### config.mk
export PLATFORM = sky130hd
export DESIGN_NAME = stun_message_parser
export DESIGN_NICKNAME = d
export VERILOG_FILES = /design/src/hw/rtl/smp_pkg.sv /design/src/hw/rtl/smp_parser.sv /design/src/hw/rtl/smp_out_fifo.sv /design/src/hw/rtl/stun_message_parser.sv
export SDC_FILE = /design/constraint.sdc
export NUM_CORES = 1
export LEC_CHECK = 0
export CAP_MARGIN = 20
export CORE_MARGIN = 2
export CORE_UTILIZATION = 37
export DETAILED_ROUTE_END_ITERATION = 6
export DONT_BUFFER_PORTS = 1
export SLEW_MARGIN = 40
export SYNTH_ARGS = -nofsm -noshare
export SYNTH_HDL_FRONTEND = slang
export SYNTH_SLANG_ARGS = --single-unit
### constraint.sdc
create_clock -name clk_i -period 4.55 [get_ports clk_i]
set_clock_uncertainty 0.2 [all_clocks]
set_input_delay 0.2275 -clock clk_i [delete_from_list [all_inputs] [get_ports clk_i]]
set_output_delay 0.2275 -clock clk_i [all_outputs]
set_load 0.005 [all_outputs]
### src/hw/rtl/smp_pkg.sv
package smp_pkg;

  localparam int unsigned ByteW     = 8;
  localparam int unsigned KindW     = 3;
  localparam int unsigned StatusW   = 2;
  localparam int unsigned HalfW     = 16;
  localparam int unsigned WordW     = 32;
  localparam int unsigned CountW    = 5;
  localparam int unsigned TdataOutW = 80;

  localparam logic [WordW-1:0] MagicCookie = 32'h2112_A442;

  localparam logic [HalfW-1:0] AttrUsername  = 16'h0006;
  localparam logic [HalfW-1:0] AttrPassword  = 16'h0007;
  localparam logic [HalfW-1:0] AttrIntegrity = 16'h0008;
  localparam logic [HalfW-1:0] AttrPriority  = 16'h0024;

  localparam logic [CountW-1:0] WordBytes   = 5'd4;
  localparam logic [CountW-1:0] HdrLastByte = 5'd19;
  localparam logic [CountW-1:0] FirstTidIdx = 5'd8;
  localparam logic [CountW-1:0] TypeLoIdx   = 5'd1;
  localparam logic [CountW-1:0] LenLoIdx    = 5'd3;
  localparam logic [CountW-1:0] CookieLoIdx = 5'd7;

  typedef enum logic [2:0] {
    PH_HEADER   = 3'd0,
    PH_ATTR_HDR = 3'd1,
    PH_BODY     = 3'd2,
    PH_PAD      = 3'd3,
    PH_DRAIN    = 3'd4
  } phase_e;

  typedef enum logic [KindW-1:0] {
    KIND_TID       = 3'd0,
    KIND_USERNAME  = 3'd1,
    KIND_PASSWORD  = 3'd2,
    KIND_INTEGRITY = 3'd3,
    KIND_PRIORITY  = 3'd4,
    KIND_END       = 3'd5
  } kind_e;

  typedef enum logic [StatusW-1:0] {
    ST_OK        = 2'd0,
    ST_NOT_STUN  = 2'd1,
    ST_BAD_COOKY = 2'd2,
    ST_TRUNCATED = 2'd3
  } status_e;

  typedef struct packed {
    kind_e            kind;
    logic [ByteW-1:0] data;
    logic [WordW-1:0] prio;
    status_e          status;
    logic [HalfW-1:0] msg_type;
    logic [HalfW-1:0] msg_length;
    logic             last;
  } res_t;

  // Up to two results per input byte: payload first, then end marker.
  typedef struct packed {
    logic pay_vld;
    res_t pay;
    logic end_vld;
    res_t fin;
  } push_t;

endpackage

### src/hw/rtl/smp_parser.sv
module smp_parser import smp_pkg::*; (
  input  logic             clk_i,
  input  logic             rst_ni,
  input  logic             accept_i,
  input  logic [ByteW-1:0] byte_i,
  input  logic             last_i,
  output push_t            push_o
);

  phase_e            phase_q, phase_d;
  logic [CountW-1:0] bc_q, bc_d;
  logic [WordW-1:0]  shift_q, shift_d;
  logic [HalfW-1:0]  type_q, type_d;
  logic [HalfW-1:0]  len_q, len_d;
  logic [HalfW-1:0]  atype_q, atype_d;
  logic [HalfW-1:0]  arem_q, arem_d;
  logic [1:0]        pad_q, pad_d;
  logic [WordW-1:0]  prio_q, prio_d;
  status_e           err_q, err_d;

  logic [WordW-1:0]  shift_new;
  logic [CountW-1:0] bc_inc;
  logic [HalfW-1:0]  rem_dec;
  logic [WordW-1:0]  prio_new;
  status_e           status;
  res_t              pay;
  logic              pay_vld;
  res_t              fin;

  assign shift_new = {shift_q[WordW-ByteW-1:0], byte_i};
  assign bc_inc    = bc_q + 5'd1;
  assign rem_dec   = arem_q - 16'd1;
  assign prio_new  = {prio_q[WordW-ByteW-1:0], byte_i};

  always_comb begin
    phase_d = phase_q;
    bc_d    = bc_q;
    shift_d = shift_q;
    type_d  = type_q;
    len_d   = len_q;
    atype_d = atype_q;
    arem_d  = arem_q;
    pad_d   = pad_q;
    prio_d  = prio_q;
    err_d   = err_q;
    status  = ST_OK;
    pay     = '0;
    pay_vld = 1'b0;

    case (phase_q)
      PH_HEADER: begin
        shift_d = shift_new;
        if (bc_q == '0 && byte_i[7:6] != 2'b00) begin
          err_d = ST_NOT_STUN;
        end
        if (bc_q == TypeLoIdx) begin
          type_d = shift_new[HalfW-1:0];
        end
        if (bc_q == LenLoIdx) begin
          len_d = shift_new[HalfW-1:0];
        end
        if (bc_q == CookieLoIdx && shift_new != MagicCookie && err_q == ST_OK) begin
          err_d = ST_BAD_COOKY;
        end
        if (bc_q >= FirstTidIdx && err_q == ST_OK) begin
          pay_vld  = 1'b1;
          pay.kind = KIND_TID;
          pay.data = byte_i;
        end
        if (bc_q == HdrLastByte) begin
          phase_d = (err_q != ST_OK) ? PH_DRAIN : PH_ATTR_HDR;
          bc_d    = '0;
          status  = err_q;
        end else begin
          bc_d   = bc_inc;
          status = ST_NOT_STUN;
        end
      end
      PH_ATTR_HDR: begin
        shift_d = shift_new;
        bc_d    = bc_inc;
        status  = ST_TRUNCATED;
        if (bc_inc >= WordBytes) begin
          atype_d = shift_new[WordW-1:HalfW];
          arem_d  = shift_new[HalfW-1:0];
          pad_d   = 2'd0 - shift_new[1:0];
          bc_d    = '0;
          prio_d  = '0;
          if (shift_new[HalfW-1:0] != '0) begin
            phase_d = PH_BODY;
          end else begin
            status = ST_OK;
          end
        end
      end
      PH_BODY: begin
        if (atype_q == AttrUsername) begin
          pay_vld  = 1'b1;
          pay.kind = KIND_USERNAME;
          pay.data = byte_i;
        end else if (atype_q == AttrPassword) begin
          pay_vld  = 1'b1;
          pay.kind = KIND_PASSWORD;
          pay.data = byte_i;
        end else if (atype_q == AttrIntegrity) begin
          pay_vld  = 1'b1;
          pay.kind = KIND_INTEGRITY;
          pay.data = byte_i;
        end else if (atype_q == AttrPriority && bc_q < WordBytes) begin
          prio_d = prio_new;
          bc_d   = bc_inc;
          if (bc_inc == WordBytes) begin
            pay_vld  = 1'b1;
            pay.kind = KIND_PRIORITY;
            pay.prio = prio_new;
          end
        end
        arem_d = rem_dec;
        status = ST_TRUNCATED;
        if (rem_dec == '0) begin
          bc_d = '0;
          if (pad_q != 2'd0) begin
            phase_d = PH_PAD;
          end else begin
            phase_d = PH_ATTR_HDR;
            status  = ST_OK;
          end
        end
      end
      PH_PAD: begin
        pad_d  = pad_q - 2'd1;
        status = ST_TRUNCATED;
        if (pad_q == 2'd1) begin
          phase_d = PH_ATTR_HDR;
          status  = ST_OK;
        end
      end
      default: begin
        status = err_q;
      end
    endcase

    fin            = '0;
    fin.kind       = KIND_END;
    fin.status     = status;
    fin.msg_type   = type_d;
    fin.msg_length = len_d;
    fin.last       = 1'b1;

    // end of message: everything back to the reset picture
    if (last_i) begin
      phase_d = PH_HEADER;
      bc_d    = '0;
      shift_d = '0;
      type_d  = '0;
      len_d   = '0;
      atype_d = '0;
      arem_d  = '0;
      pad_d   = '0;
      prio_d  = '0;
      err_d   = ST_OK;
    end
  end

  always_comb begin
    push_o.pay_vld = accept_i & pay_vld;
    push_o.pay     = pay;
    push_o.end_vld = accept_i & last_i;
    push_o.fin     = fin;
  end

  always_ff @(posedge clk_i or negedge rst_ni) begin
    if (!rst_ni) begin
      phase_q <= PH_HEADER;
      bc_q    <= '0;
      shift_q <= '0;
      type_q  <= '0;
      len_q   <= '0;
      atype_q <= '0;
      arem_q  <= '0;
      pad_q   <= '0;
      prio_q  <= '0;
      err_q   <= ST_OK;
    end else if (accept_i) begin
      phase_q <= phase_d;
      bc_q    <= bc_d;
      shift_q <= shift_d;
      type_q  <= type_d;
      len_q   <= len_d;
      atype_q <= atype_d;
      arem_q  <= arem_d;
      pad_q   <= pad_d;
      prio_q  <= prio_d;
      err_q   <= err_d;
    end
  end

  a_drain_has_error: assert property (@(posedge clk_i) disable iff (!rst_ni)
    phase_q == PH_DRAIN |-> err_q != ST_OK)
    else $error("drain phase without an error code");

  a_header_count: assert property (@(posedge clk_i) disable iff (!rst_ni)
    phase_q == PH_HEADER |-> bc_q <= HdrLastByte)
    else $error("header byte count overran");

endmodule

### src/hw/rtl/smp_out_fifo.sv
module smp_out_fifo import smp_pkg::*; #(
  parameter int unsigned Depth = 4
) (
  input  logic  clk_i,
  input  logic  rst_ni,
  input  push_t push_i,
  output logic  room_o,
  output logic  valid_o,
  input  logic  ready_i,
  output res_t  res_o
);

  localparam int unsigned PtrW = $clog2(Depth);
  localparam int unsigned CntW = $clog2(Depth + 1);
  localparam logic [PtrW-1:0] LastIdx = PtrW'(Depth - 1);
  localparam logic [CntW-1:0] RoomMax = CntW'(Depth - 2);

  res_t            mem_q [Depth];
  logic [PtrW-1:0] wr_q, wr_d, rd_q, rd_d, wr_p1;
  logic [CntW-1:0] cnt_q, cnt_d;
  logic [1:0]      n_push;
  logic            pop;

  function automatic logic [PtrW-1:0] ptr_inc(input logic [PtrW-1:0] p);
    ptr_inc = (p == LastIdx) ? '0 : p + PtrW'(1);
  endfunction

  assign wr_p1   = ptr_inc(wr_q);
  assign n_push  = {1'b0, push_i.pay_vld} + {1'b0, push_i.end_vld};
  assign pop     = valid_o & ready_i;
  assign valid_o = cnt_q != '0;
  assign room_o  = cnt_q <= RoomMax;
  assign res_o   = mem_q[rd_q];

  always_comb begin
    wr_d = wr_q;
    if (n_push == 2'd1) begin
      wr_d = wr_p1;
    end else if (n_push == 2'd2) begin
      wr_d = ptr_inc(wr_p1);
    end
    rd_d  = pop ? ptr_inc(rd_q) : rd_q;
    cnt_d = cnt_q + CntW'(n_push) - CntW'(pop);
  end

  always_ff @(posedge clk_i) begin
    if (push_i.pay_vld) begin
      mem_q[wr_q] <= push_i.pay;
    end
    if (push_i.end_vld) begin
      mem_q[push_i.pay_vld ? wr_p1 : wr_q] <= push_i.fin;
    end
  end

  always_ff @(posedge clk_i or negedge rst_ni) begin
    if (!rst_ni) begin
      wr_q  <= '0;
      rd_q  <= '0;
      cnt_q <= '0;
    end else begin
      wr_q  <= wr_d;
      rd_q  <= rd_d;
      cnt_q <= cnt_d;
    end
  end

  a_no_overflow: assert property (@(posedge clk_i) disable iff (!rst_ni)
    (push_i.pay_vld || push_i.end_vld) |-> cnt_q <= RoomMax)
    else $error("result queue written without room");

  a_count_bound: assert property (@(posedge clk_i) disable iff (!rst_ni)
    cnt_q <= CntW'(Depth))
    else $error("result queue count out of range");

endmodule

### src/hw/rtl/stun_message_parser.sv
// Channel   Dir  tdata (low bit first)                       tuser     tlast
// s_axis    in   in_byte[7:0]                                -         in_last
// m_axis    out  byte, priority, status, msg_type, msg_length out_kind  out_last
//
// One request (message byte) is taken per cycle while the result queue has
// room for two results; the parser state updates in that same cycle.
// Each byte gives zero, one or two results (payload, then end on the last
// byte); the results of a two-result byte leave one after the other through
// the single result port of the queue.
// Reset (rst_ni low, asynchronous) returns the parser to the header phase
// and empties the queue. A stalled m_axis side fills the queue and drops
// s_axis_tready_o; no result is lost.
module stun_message_parser import smp_pkg::*; #(
  parameter int unsigned FifoDepth = 4  // result queue entries, at least 2
) (
  input  logic                 clk_i,
  input  logic                 rst_ni,
  // request side
  input  logic                 s_axis_tvalid_i,
  output logic                 s_axis_tready_o,
  input  logic [ByteW-1:0]     s_axis_tdata_i,   // [7:0] in_byte
  input  logic                 s_axis_tlast_i,   // in_last
  // result side
  output logic                 m_axis_tvalid_o,
  input  logic                 m_axis_tready_i,
  // [7:0] out_byte, [39:8] out_priority, [41:40] out_status,
  // [57:42] out_msg_type, [73:58] out_msg_length, [79:74] zero
  output logic [TdataOutW-1:0] m_axis_tdata_o,
  output logic [KindW-1:0]     m_axis_tuser_o,   // [2:0] out_kind
  output logic                 m_axis_tlast_o    // out_last
);

  logic  accept;
  push_t push;
  res_t  res;

  assign accept = s_axis_tvalid_i & s_axis_tready_o;

  // Header check, attribute walk and result forming, all combinational on the accepted byte.
  smp_parser u_parser (
    .clk_i    (clk_i),
    .rst_ni   (rst_ni),
    .accept_i (accept),
    .byte_i   (s_axis_tdata_i),
    .last_i   (s_axis_tlast_i),
    .push_o   (push)
  );

  // Registered result queue decouples the two sides.
  smp_out_fifo #(
    .Depth (FifoDepth)
  ) u_out_fifo (
    .clk_i   (clk_i),
    .rst_ni  (rst_ni),
    .push_i  (push),
    .room_o  (s_axis_tready_o),
    .valid_o (m_axis_tvalid_o),
    .ready_i (m_axis_tready_i),
    .res_o   (res)
  );

  assign m_axis_tdata_o = {6'b0, res.msg_length, res.msg_type, res.status,
                           res.prio, res.data};
  assign m_axis_tuser_o = res.kind;
  assign m_axis_tlast_o = res.last;

  a_end_carries_last: assert property (@(posedge clk_i) disable iff (!rst_ni)
    m_axis_tvalid_o |-> (m_axis_tlast_o == (m_axis_tuser_o == KIND_END)))
    else $error("end result and last flag disagree");

endmodule
==> results.py, run 1 <==
metrics = {
    "floorplanning": {
        "die_h_um": 234.4,
        "fp.dieW_um": 234.4,
        "core_region_area_mm2": 0.05255,
        "top_level_ports": 99,
        "start_util_pct": 37.39,
        "die_area_mm2": 0.05496,
        "rows": 84,
    },
    "timing": {
        "period_share_pct": 83.22,
        "rsz0062_at_grt": "no",
        "tightest_slew_ns": 0.9149,
        "max_freq_mhz": 264.1,
        "slew_violations": 0,
        "setup_slack_ns": 0.7633,
        "slew_headroom_pct": 38.80,
        "timing.final.hold_violations": 0,
        "setup_tns_ns": 0,
        "setup_viol": 0,
        "fin_crit_ns": 3.787,
    },
    "power_and_ir_drop": {
        "total_power_mw": 11.51,
        "pwr_density_cell_mw_per_mm2": 524.8,
        "power_leakage_nw": 8.078,
        "irDropWorstVdd_uv": 371.2,
    },
    "cts": {
        "cts_buffers": 48,
        "root_buffer": "clkbuf_16",
        "numClockSinks": 443,
        "postCtsSetupRepairBufs": 0,
        "clock_path_buffers": 3,
        "clk_latency_ns": 0.59,
        "htree_levels": 2,
        "path_clk_slew_ns": 0.06,
        "cts_tree": "yes",
    },
    "detailed_routing": {
        "wl_met1_um": 24260,
        "drc": 0,
        "routed-via-count": 14520,
        "drt_wl_total_um": 55750,
        "first_pass_iters": 5,
        "routed-wl-met3_um": 3905,
        "drt_iter0_markers": 1263,
        "post_drt_via_cell_ratio": 5.616,
        "wl_per_cell_um": 21.56,
        "highest_layer": "met5",
        "wl_met2_um": 26330,
        "postRouteAntennaNets": 0,
    },
    "worst_setup_path": {
        "cp.arrival_ns": 3.85,
        "path_common_cell": "buf_4",
        "slowest_stage": "dfrtp_1",
        "crit_required_ns": 4.62,
        "worstPathCellList": "nor4b_1 > nand4_1 > o22ai_1 > buf_4 > o21a_2 > nor4_1 > a31oi_4 > buf_4 > nand2_1 > buf_4",
        "worstPathMaxFanout": 34,
        "cp-end-kind": "flip-flop",
        "worstSetupStartpointType": "flip-flop",
        "slowest_delay_ns": 0.57,
        "path_class": "flip-flop to flip-flop",
    },
    "placed_design": {
        "post_dp_cell_area_mm2": 0.02017,
        "place_hpwl_um": 31330,
        "place.gp.congestion": 0.8106,
        "place_ws_ns": 0.8129,
        "io_buffers": 0,
        "place_inst": 2477,
    },
    "hold_path": {
        "hp-class": "input port to asynchronous set/reset pin",
    },
    "logic_synthesis": {
        "ys_top_cells_by_area": "edfxtp_1, dfxtp_1, dfrtp_1, mux4_2, nand2_1",
        "netlist_area_mm2": 0.01965,
        "yosys_warnings": 0,
        "synth-edff-count": 136,
        "async_flop_share_pct": 29.57,
        "syn_area_per_cell_um2": 10.31,
        "syn_inst": 1905,
        "synth-seq-cells": 443,
        "synth_area_leader_cell": "edfxtp_1",
        "synth_top_area_share_pct": 20.79,
        "synthDistinctLibCells": 63,
        "ys_seq_area_share_pct": 55.41,
        "synthFlopType": "dfxtp_1",
    },
    "final_layout": {
        "regArea_mm2": 0.01089,
        "final_cell_mix": "nand2_1, nor2_1, a21oi_1, dfxtp_1, nand3_1",
        "multiInputGateArea_mm2": 0.008014,
        "layout_commonest_cell": "nand2_1",
        "fin_area_mm2": 0.02194,
        "areaGrowthSynthToFinish_pct": 11.68,
        "drive_above_1_share_pct": 11.76,
        "layout.cells.non_filler": 2586,
        "layout.nets": 1889,
        "nFillCells": 4980,
    },
    "outcome": {
        "status": "finished, final reports clean",
    },
    "global_route": {
        "antenna_found_initial": 1,
        "grt_use_total_pct": 20.14,
        "grt_pass1_wl_um": 85170,
        "grt_pass1_vias": 14100,
        "grt_max_degree": 132,
        "grt_overflow": 0,
    },
    "flow_run": {
        "maxCapViolCount": 0,
    },
}
[layout make-up]
cell class                      count  share of cell area [%]
Inverter                           23                  0.3935
Antenna cell                        2                 0.02281
Multi-Input combinational cell   1284                   36.52
Sequential cell                   443                   49.65
Timing Repair Buffer               57                   2.258
Tap cell                          688                   3.923
Clock buffer                       73                   6.598
Clock inverter                     16                  0.6330
[flip-flops by register name, indices dropped and copies added (netlist names), 5 cells and up]
signal            count
u_parser.atype_q     16
u_parser.shift_q     24
u_parser.type_q      16
u_parser.bc_q         5
u_parser.arem_q      16
u_parser.prio_q      24
u_parser.len_q       16
u_out_fifo.mem_q    312
[Yosys cell counts (4+ instances only)]
cell	n
a21oi_1	188
a22o_1	41
a22oi_1	4
a31oi_1	5
and2_1	13
buf_1	8
buf_2	51
buf_4	25
clkbuf_1	75
dfrtp_1	131
dfxtp_1	176
edfxtp_1	136
ha_1	18
inv_1	22
mux2i_1	35
mux4_2	78
nand2_1	323
nand2b_1	6
nand3_1	147
nand4_1	6
nor2_1	199
nor3_1	26
nor4_1	16
nor4b_1	6
o211ai_1	7
o21ai_0	89
o22ai_1	6
o31ai_1	6
xor2_1	4
[final timing paths]
kind	from	end	slack, ns	cells past startpoint
worst min-delay path	rst_ni	u_parser.prio_q[5]$_DFFE_PN0P_	0.13	2
worst min register to register	u_out_fifo.mem_q[2][0]$_SDFFE_PP1P_	u_out_fifo.mem_q[2][0]$_SDFFE_PP1P_	0.25	2
worst max-delay path	u_parser.phase_q[2]$_DFFE_PN0P_	u_out_fifo.mem_q[2][24]$_DFFE_PP_	0.76	10
worst max register to register	u_parser.phase_q[2]$_DFFE_PN0P_	u_out_fifo.mem_q[2][24]$_DFFE_PP_	0.76	10
min in group clk_i	s_axis_tdata_i[6]	u_out_fifo.mem_q[3][34]$_DFFE_PP_	0.18	7
max in group asynchronous	rst_ni	u_out_fifo.rd_q[0]$_DFFE_PN0P_	3.49	2
[logic make-up (layout without fill, tap and decap cells)]
kind of cell               Yosys count  in the layout  synth area share [%]
other                                1              8               0.01909
muxes                              116            116                 10.90
AOI/OAI and AO/OA                  370            370                 10.85
DFF                                443            443                 55.41
buffers and inverters              183            169                 4.337
xor gates and xnor gates             7              7                0.3121
adders and majority gates           19             19                 1.248
and+or+nand+nor                    766            766                 16.93
[critical path, delay by kind of cell, from the launching register on]
family,cells,cell delay [ns]
compound gates,3,0.85
buf+inv,3,0.74
flops,1,0.57
simple gates,4,1.06
[where the power goes]
part | total [mW] | switching [mW] | leakage [nW] | internal, mW
Clock | 3.91 | 1.65 | 0.788 | 2.27
Combinational | 2.56 | 1.52 | 2.79 | 1.04
Sequential | 5.04 | 0.596 | 4.50 | 4.45
[repair_timing]
item / in CTS / in global routing
setup endpoints to repair: 0 / 0
hold endpoints to repair: 354 / 18
resized for setup: 0 / 0
hold buffers: 14 / 4
[layer usage]
| metal | vias to the layer above | GRT usage, % |
|---|---|---|
| li1 | 6644 | - |
| met1 | 7284 | 27.44 |
| met2 | 521 | 32.73 |
| met3 | 71 | 3.779 |
| met4 | 2 | 5.955 |
| met5 | - | 0 |
[per-stage QoR]
stage          hold WS (ns)  utilization (%)
4_1_cts              0.1236            41.70
6_report             0.1310            41.75
3_3_place_gp        -0.2483            38.37
3_5_place_dp        -0.2489            38.39
2_1_floorplan       -0.2681                -
5_1_grt              0.1872            41.74
No activity file was read; power rests on OpenSTA's default activity.
==> run 2, diff against run 1 <==
==> constraint.sdc (replaced) <==
create_clock -name clk_i -period 3.3 [get_ports clk_i]
set_clock_uncertainty 0.2 [all_clocks]
set_input_delay 0.165 -clock clk_i [delete_from_list [all_inputs] [get_ports clk_i]]
set_output_delay 0.165 -clock clk_i [all_outputs]
set_load 0.005 [all_outputs]
==> run 2 against run 1 <==
Compared with the run above: count of clock-buffer cells in the layout fell by 3; flip-flop and latch count did not move; clock power increased by 38%; combinational power grew 57%; hold slack worse by 0.095 ns; critical path type unchanged.
==> results.py, run 2 (synthesis results as in run 1) <==
metrics = {
    "floorplanning": {
        "start_util_pct": 37.39,
        "rows": 84,
        "fp.dieW_um": 234.4,
        "core_region_area_mm2": 0.05255,
        "die_h_um": 234.4,
        "top_level_ports": 99,
        "die_area_mm2": 0.05496,
    },
    "detailed_routing": {
        "drt_wl_total_um": 56070,
        "wl_per_cell_um": 21.45,
        "post_drt_via_cell_ratio": 5.651,
        "drc": 0,
        "first_pass_iters": 5,
        "postRouteAntennaNets": 0,
        "routed-via-count": 14770,
        "drt_iter0_markers": 1344,
    },
    "timing": {
        "setup_tns_ns": 0,
        "slew_violations": 0,
        "rsz0062_at_grt": "no",
        "slew_headroom_pct": 39.99,
        "fin_crit_ns": 3.081,
        "period_share_pct": 93.36,
        "tightest_slew_ns": 0.8972,
        "max_freq_mhz": 324.6,
        "setup_viol": 0,
        "timing.final.hold_violations": 0,
    },
    "placed_design": {
        "place.gp.congestion": 0.8427,
        "place_hpwl_um": 32830,
        "post_dp_cell_area_mm2": 0.02059,
        "io_buffers": 0,
    },
    "final_layout": {
        "layout.nets": 1919,
        "largest_reg_flops": 312,
        "fin_area_mm2": 0.02239,
        "layout_commonest_cell": "nand2_1",
        "areaGrowthSynthToFinish_pct": 13.99,
        "diodes": 0,
        "final_cell_mix": "nand2_1, nor2_1, a21oi_1, dfxtp_1, nand3_1",
        "drive_above_1_share_pct": 13.40,
        "reg_top3": "u_out_fifo.mem_q x312, u_parser.prio_q x24, u_parser.shift_q x24",
        "top_register": "u_out_fifo.mem_q",
    },
    "power_and_ir_drop": {
        "seq_power_share_pct": 41.6,
        "swShare_pct": 32.46,
        "netSwitchingPower_mw": 5.246,
        "irDropWorstVdd_uv": 446.6,
        "pwr-share-comb_pct": 24.9,
        "p_int_mw": 10.92,
        "pwr_density_cell_mw_per_mm2": 721.7,
        "pwr-share-clk_pct": 33.5,
        "power_leakage_nw": 8.297,
    },
    "outcome": {
        "status": "finished, final reports clean",
    },
    "worst_setup_path": {
        "cp_num_buf_inv": 1,
        "slowest_stage": "dfrtp_1",
        "path_class": "flip-flop to flip-flop",
        "worstPathMaxFanout": 23,
        "crit_required_ns": 3.42,
        "cp-end-kind": "flip-flop",
        "cp.arrival_ns": 3.20,
        "r2r_end": "u_out_fifo.mem_q[3][28]$_DFFE_PP_",
        "r2r_slack_ns": 0.22,
        "worstSetupStartpointType": "flip-flop",
        "worstPathCellList": "nor4b_1 > nand4_1 > o22ai_1 > o21a_2 > nor4_1 > a41oi_4 > buf_4 > nor2_1",
        "ff2ff_path_depth": 8,
        "slowest_delay_ns": 0.52,
        "regToRegStartpoint": "u_parser.phase_q[0]$_DFFE_PN0P_",
        "cp_top_family": "compound AO/OA/AOI/OAI gates",
    },
    "cts": {
        "root_buffer": "clkbuf_16",
        "clock_path_buffers": 3,
        "htree_levels": 2,
        "numClockSinks": 443,
        "clk_latency_ns": 0.59,
        "cts_tree": "yes",
        "path_clk_slew_ns": 0.06,
        "cts_buffers": 48,
    },
    "flow_run": {
        "maxCapViolCount": 0,
    },
    "hold_path": {
        "hp-class": "input port to asynchronous set/reset pin",
    },
    "global_route": {
        "grt_pass1_wl_um": 86320,
        "grt_overflow": 0,
        "grt_max_degree": 132,
        "grt_use_total_pct": 20.33,
        "antenna_found_initial": 1,
        "grt_pass1_vias": 14490,
    },
}
-- run 2: through the flow --
stage          std cells  hold WS, ns  total power, mW  util, %  setup slack [ns]
6_report            2614      0.03614            16.16    42.61            0.2190
5_1_grt             2614       0.1267            16.94    42.61           0.04684
4_1_cts             2609       0.1038            16.28    42.54           0.08538
3_5_place_dp        2505      -0.3114            10.74    39.18            0.1044
3_3_place_gp        2505      -0.3120            10.66    39.17            0.1685
2_1_floorplan       1910      -0.3306            9.414        -           0.04922
-- run 2: layout make-up --
type,instances,area (um2)
Timing Repair Buffer,87,920.9
Inverter,23,86.33
Fill cell,4901,30160
Sequential cell,443,10890
Clock inverter,19,176.4
Tap cell,688,860.8
Multi-Input combinational cell,1284,8031
Clock buffer,70,1425
-- run 2: power by group through the flow --
stage	sequential [mW]	clock [mW]	combinational, mW
4_1_cts	6.71	5.52	4.04
6_report	6.72	5.41	4.03
3_3_place_gp	6.78	0	3.87
3_5_place_dp	6.81	0	3.93
5_1_grt	6.79	5.74	4.41
2_1_floorplan	6.51	0	2.90
-- run 2: per-layer routing --
layer  global-route usage (%)  wire length, um  up-vias
met1                    27.18            23860     7402
met3                    3.779             4038       91
met4                    5.798             1124        2
met2                    33.77            27030      561
met5                        0               11        -
li1                         -                -     6715
-- run 2: worst max path at each step --
stage,start,to,slack [ns],cells after the start
6_report,u_parser.phase_q[0]$_DFFE_PN0P_,u_out_fifo.mem_q[3][28]$_DFFE_PP_,0.22,8
4_1_cts,u_parser.arem_q[0]$_DFFE_PN0P_,u_out_fifo.mem_q[1][33]$_DFFE_PP_,0.09,10
5_1_grt,u_parser.phase_q[0]$_DFFE_PN0P_,u_out_fifo.mem_q[3][27]$_DFFE_PP_,0.05,8
2_1_floorplan,u_parser.bc_q[0]$_DFFE_PN0P_,u_out_fifo.mem_q[1][10]$_DFFE_PP_,0.05,12
3_5_place_dp,u_parser.arem_q[0]$_DFFE_PN0P_,u_out_fifo.mem_q[1][33]$_DFFE_PP_,0.10,10
3_3_place_gp,u_parser.arem_q[0]$_DFFE_PN0P_,u_out_fifo.mem_q[1][33]$_DFFE_PP_,0.17,10
-- run 2: repair_timing --
action / CTS / global route
setup endpoints to repair: 0 / 4
resized for setup: 0 / 2
hold buffers: 15 / 5
hold endpoints to repair: 384 / 30
buffers inserted: 0 / 0
==> run 3, diff against run 2 <==
--- a/config.mk
+++ b/config.mk
@@ -10,6 +10,7 @@
 export CORE_UTILIZATION = 37
 export DETAILED_ROUTE_END_ITERATION = 6
 export DONT_BUFFER_PORTS = 1
+export PLACE_DENSITY_LB_ADDON = 0.1
 export SLEW_MARGIN = 40
 export SYNTH_ARGS = -nofsm -noshare
 export SYNTH_HDL_FRONTEND = slang
==> run 3 against run 2 <==
Compared with the run above: flip-flop and latch count is the same; design area grew 0.63%; setup slack gained 0.0081 ns; count of clock-buffer cells in the layout shrank 3; clock power grew 1%; via count shrank 0.79%; global-route usage grew 1.4 points; final cell count grew 0.80%; largest power group unchanged.
==> results.py, run 3 (synthesis results as in run 1) <==
metrics = {
    "final_layout": {
        "areaGrowthSynthToFinish_pct": 14.70,
        "top_register": "u_out_fifo.mem_q",
        "reg_top3": "u_out_fifo.mem_q x312, u_parser.prio_q x24, u_parser.shift_q x24",
        "drive_above_1_share_pct": 14.03,
        "largest_reg_flops": 312,
        "layout.nets": 1937,
        "layout_commonest_cell": "nand2_1",
        "final_cell_mix": "nand2_1, nor2_1, a21oi_1, dfxtp_1, nand3_1",
    },
    "placed_design": {
        "io_buffers": 0,
        "place_ws_ns": 0.1137,
        "place_hpwl_um": 34390,
        "place.gp.congestion": 0.8153,
    },
    "global_route": {
        "grtUsageMet1_pct": 29.86,
        "grt_use_total_pct": 21.73,
        "grt_overflow": 0,
        "met3_usage_pct": 4.554,
        "grt_pass1_vias": 14300,
        "antenna_found_initial": 3,
        "top_usage_layer": "met2",
        "grt_max_degree": 133,
        "grt_pass1_wl_um": 90220,
        "use_met2_pct": 34.88,
    },
    "worst_setup_path": {
        "slowest_stage": "dlygate4sd3_1",
        "slowest_delay_ns": 0.57,
        "path_common_cell": "buf_4",
        "crit_required_ns": 3.57,
        "cp_top_family": "buffers and inverters",
        "worstSetupStartpointType": "flip-flop",
        "r2r_slack_ns": 0.23,
        "path_class": "flip-flop to flip-flop",
        "cp-end-kind": "flip-flop",
        "worstPathMaxFanout": 19,
        "worstPathCellList": "ha_1 > buf_4 > inv_1 > a211oi_2 > nor3_1 > o31ai_2 > buf_4 > o21ai_0 > o31ai_1 > dlygate4sd3_1",
        "r2r_end": "u_parser.arem_q[7]$_DFFE_PN0P_",
        "cp_num_buf_inv": 4,
        "cp.arrival_ns": 3.34,
        "regToRegStartpoint": "u_parser.bc_q[0]$_DFFE_PN0P_",
        "ff2ff_path_depth": 10,
    },
    "detailed_routing": {
        "post_drt_via_cell_ratio": 5.562,
        "drt_iter0_markers": 1221,
        "postRouteAntennaNets": 0,
        "routed-via-count": 14660,
        "drt_wl_total_um": 59740,
        "wl_per_cell_um": 22.67,
        "first_pass_iters": 5,
        "drc": 0,
    },
    "timing": {
        "rsz0062_at_grt": "no",
        "period_share_pct": 93.12,
        "setup_viol": 0,
        "tightest_slew_ns": 0.7618,
        "max_freq_mhz": 325.4,
        "slew_headroom_pct": 49.04,
        "timing.final.hold_violations": 0,
        "setup_tns_ns": 0,
        "fin_crit_ns": 3.073,
        "slew_violations": 0,
        "setup_slack_ns": 0.2271,
    },
    "cts": {
        "clk_latency_ns": 0.59,
        "clock_path_buffers": 3,
        "path_clk_slew_ns": 0.06,
        "cts_tree": "yes",
        "numClockSinks": 443,
        "htree_levels": 2,
        "cts_buffers": 50,
        "root_buffer": "clkbuf_16",
    },
    "floorplanning": {
        "fp.dieW_um": 234.4,
        "top_level_ports": 99,
        "die_h_um": 234.4,
        "start_util_pct": 37.39,
        "rows": 84,
        "die_area_mm2": 0.05496,
        "core_region_area_mm2": 0.05255,
    },
    "hold_path": {
        "hp-class": "input port to asynchronous set/reset pin",
    },
    "flow_run": {
        "maxCapViolCount": 0,
    },
    "power_and_ir_drop": {
        "pwr_density_cell_mw_per_mm2": 726.2,
        "power_leakage_nw": 8.367,
        "irDropWorstVdd_uv": 420.2,
        "total_power_mw": 16.37,
    },
    "outcome": {
        "status": "finished, final reports clean",
    },
}
## run 3: worst max-delay path by stage
stage,endpoint,slack [ns],start,depth (start not counted)
2_1_floorplan,u_out_fifo.mem_q[1][10]$_DFFE_PP_,0.05,u_parser.bc_q[0]$_DFFE_PN0P_,12
4_1_cts,u_out_fifo.mem_q[1][26]$_DFFE_PP_,0.09,u_parser.atype_q[13]$_DFFE_PN0P_,8
5_1_grt,u_out_fifo.mem_q[1][12]$_DFFE_PP_,0.03,u_parser.bc_q[0]$_DFFE_PN0P_,9
3_5_place_dp,u_out_fifo.mem_q[1][25]$_DFFE_PP_,0.11,u_parser.atype_q[13]$_DFFE_PN0P_,8
6_report,u_parser.arem_q[7]$_DFFE_PN0P_,0.23,u_parser.bc_q[0]$_DFFE_PN0P_,10
3_3_place_gp,u_out_fifo.mem_q[1][33]$_DFFE_PP_,0.1,u_parser.arem_q[0]$_DFFE_PN0P_,10
## run 3: routing by layer
layer,wire length [um],vias to the layer above
met4,1321,2
met1,26890,7409
met3,3541,83
met2,27970,390
met5,9,-
li1,-,6771
## run 3: metrics by stage
stage | instance area [um2] | util [%] | cells | hold WS (ns)
after detailed placement | 20700 | 39.40 | 2518 | -0.3177
after floorplan | 19680 | - | 1910 | -0.3306
after global routing | 22530 | 42.88 | 2635 | 0.09811
after global placement | 20700 | 39.39 | 2518 | -0.3174
final | 22530 | 42.88 | 2635 | 0.04572
after CTS | 22470 | 42.77 | 2627 | 0.06885
## run 3: layout make-up
type                            instances  area, um2
Fill cell                            5070      30020
Sequential cell                       443      10890
Multi-Input combinational cell       1284       8048
Clock buffer                           67       1345
Timing Repair Buffer                  103       1051
Tap cell                              688      860.8
Clock inverter                         26      247.7
Inverter                               23      86.33
Antenna cell                            1      2.502
## run 3: repair_timing
action | CTS | global route
gates resized for setup | 0 | 4
setup buffers | 0 | 0
hold buffers | 16 | 7
setup endpoints to repair | 0 | 43
endpoints found under the hold margin | 381 | 43
## run 3: power breakdown
part,switching [mW],internal (mW),total [mW]
clock network,2.31,3.18,5.49
registers,0.588,6.13,6.72
logic,2.48,1.68,4.16
total,5.37,11.0,16.4
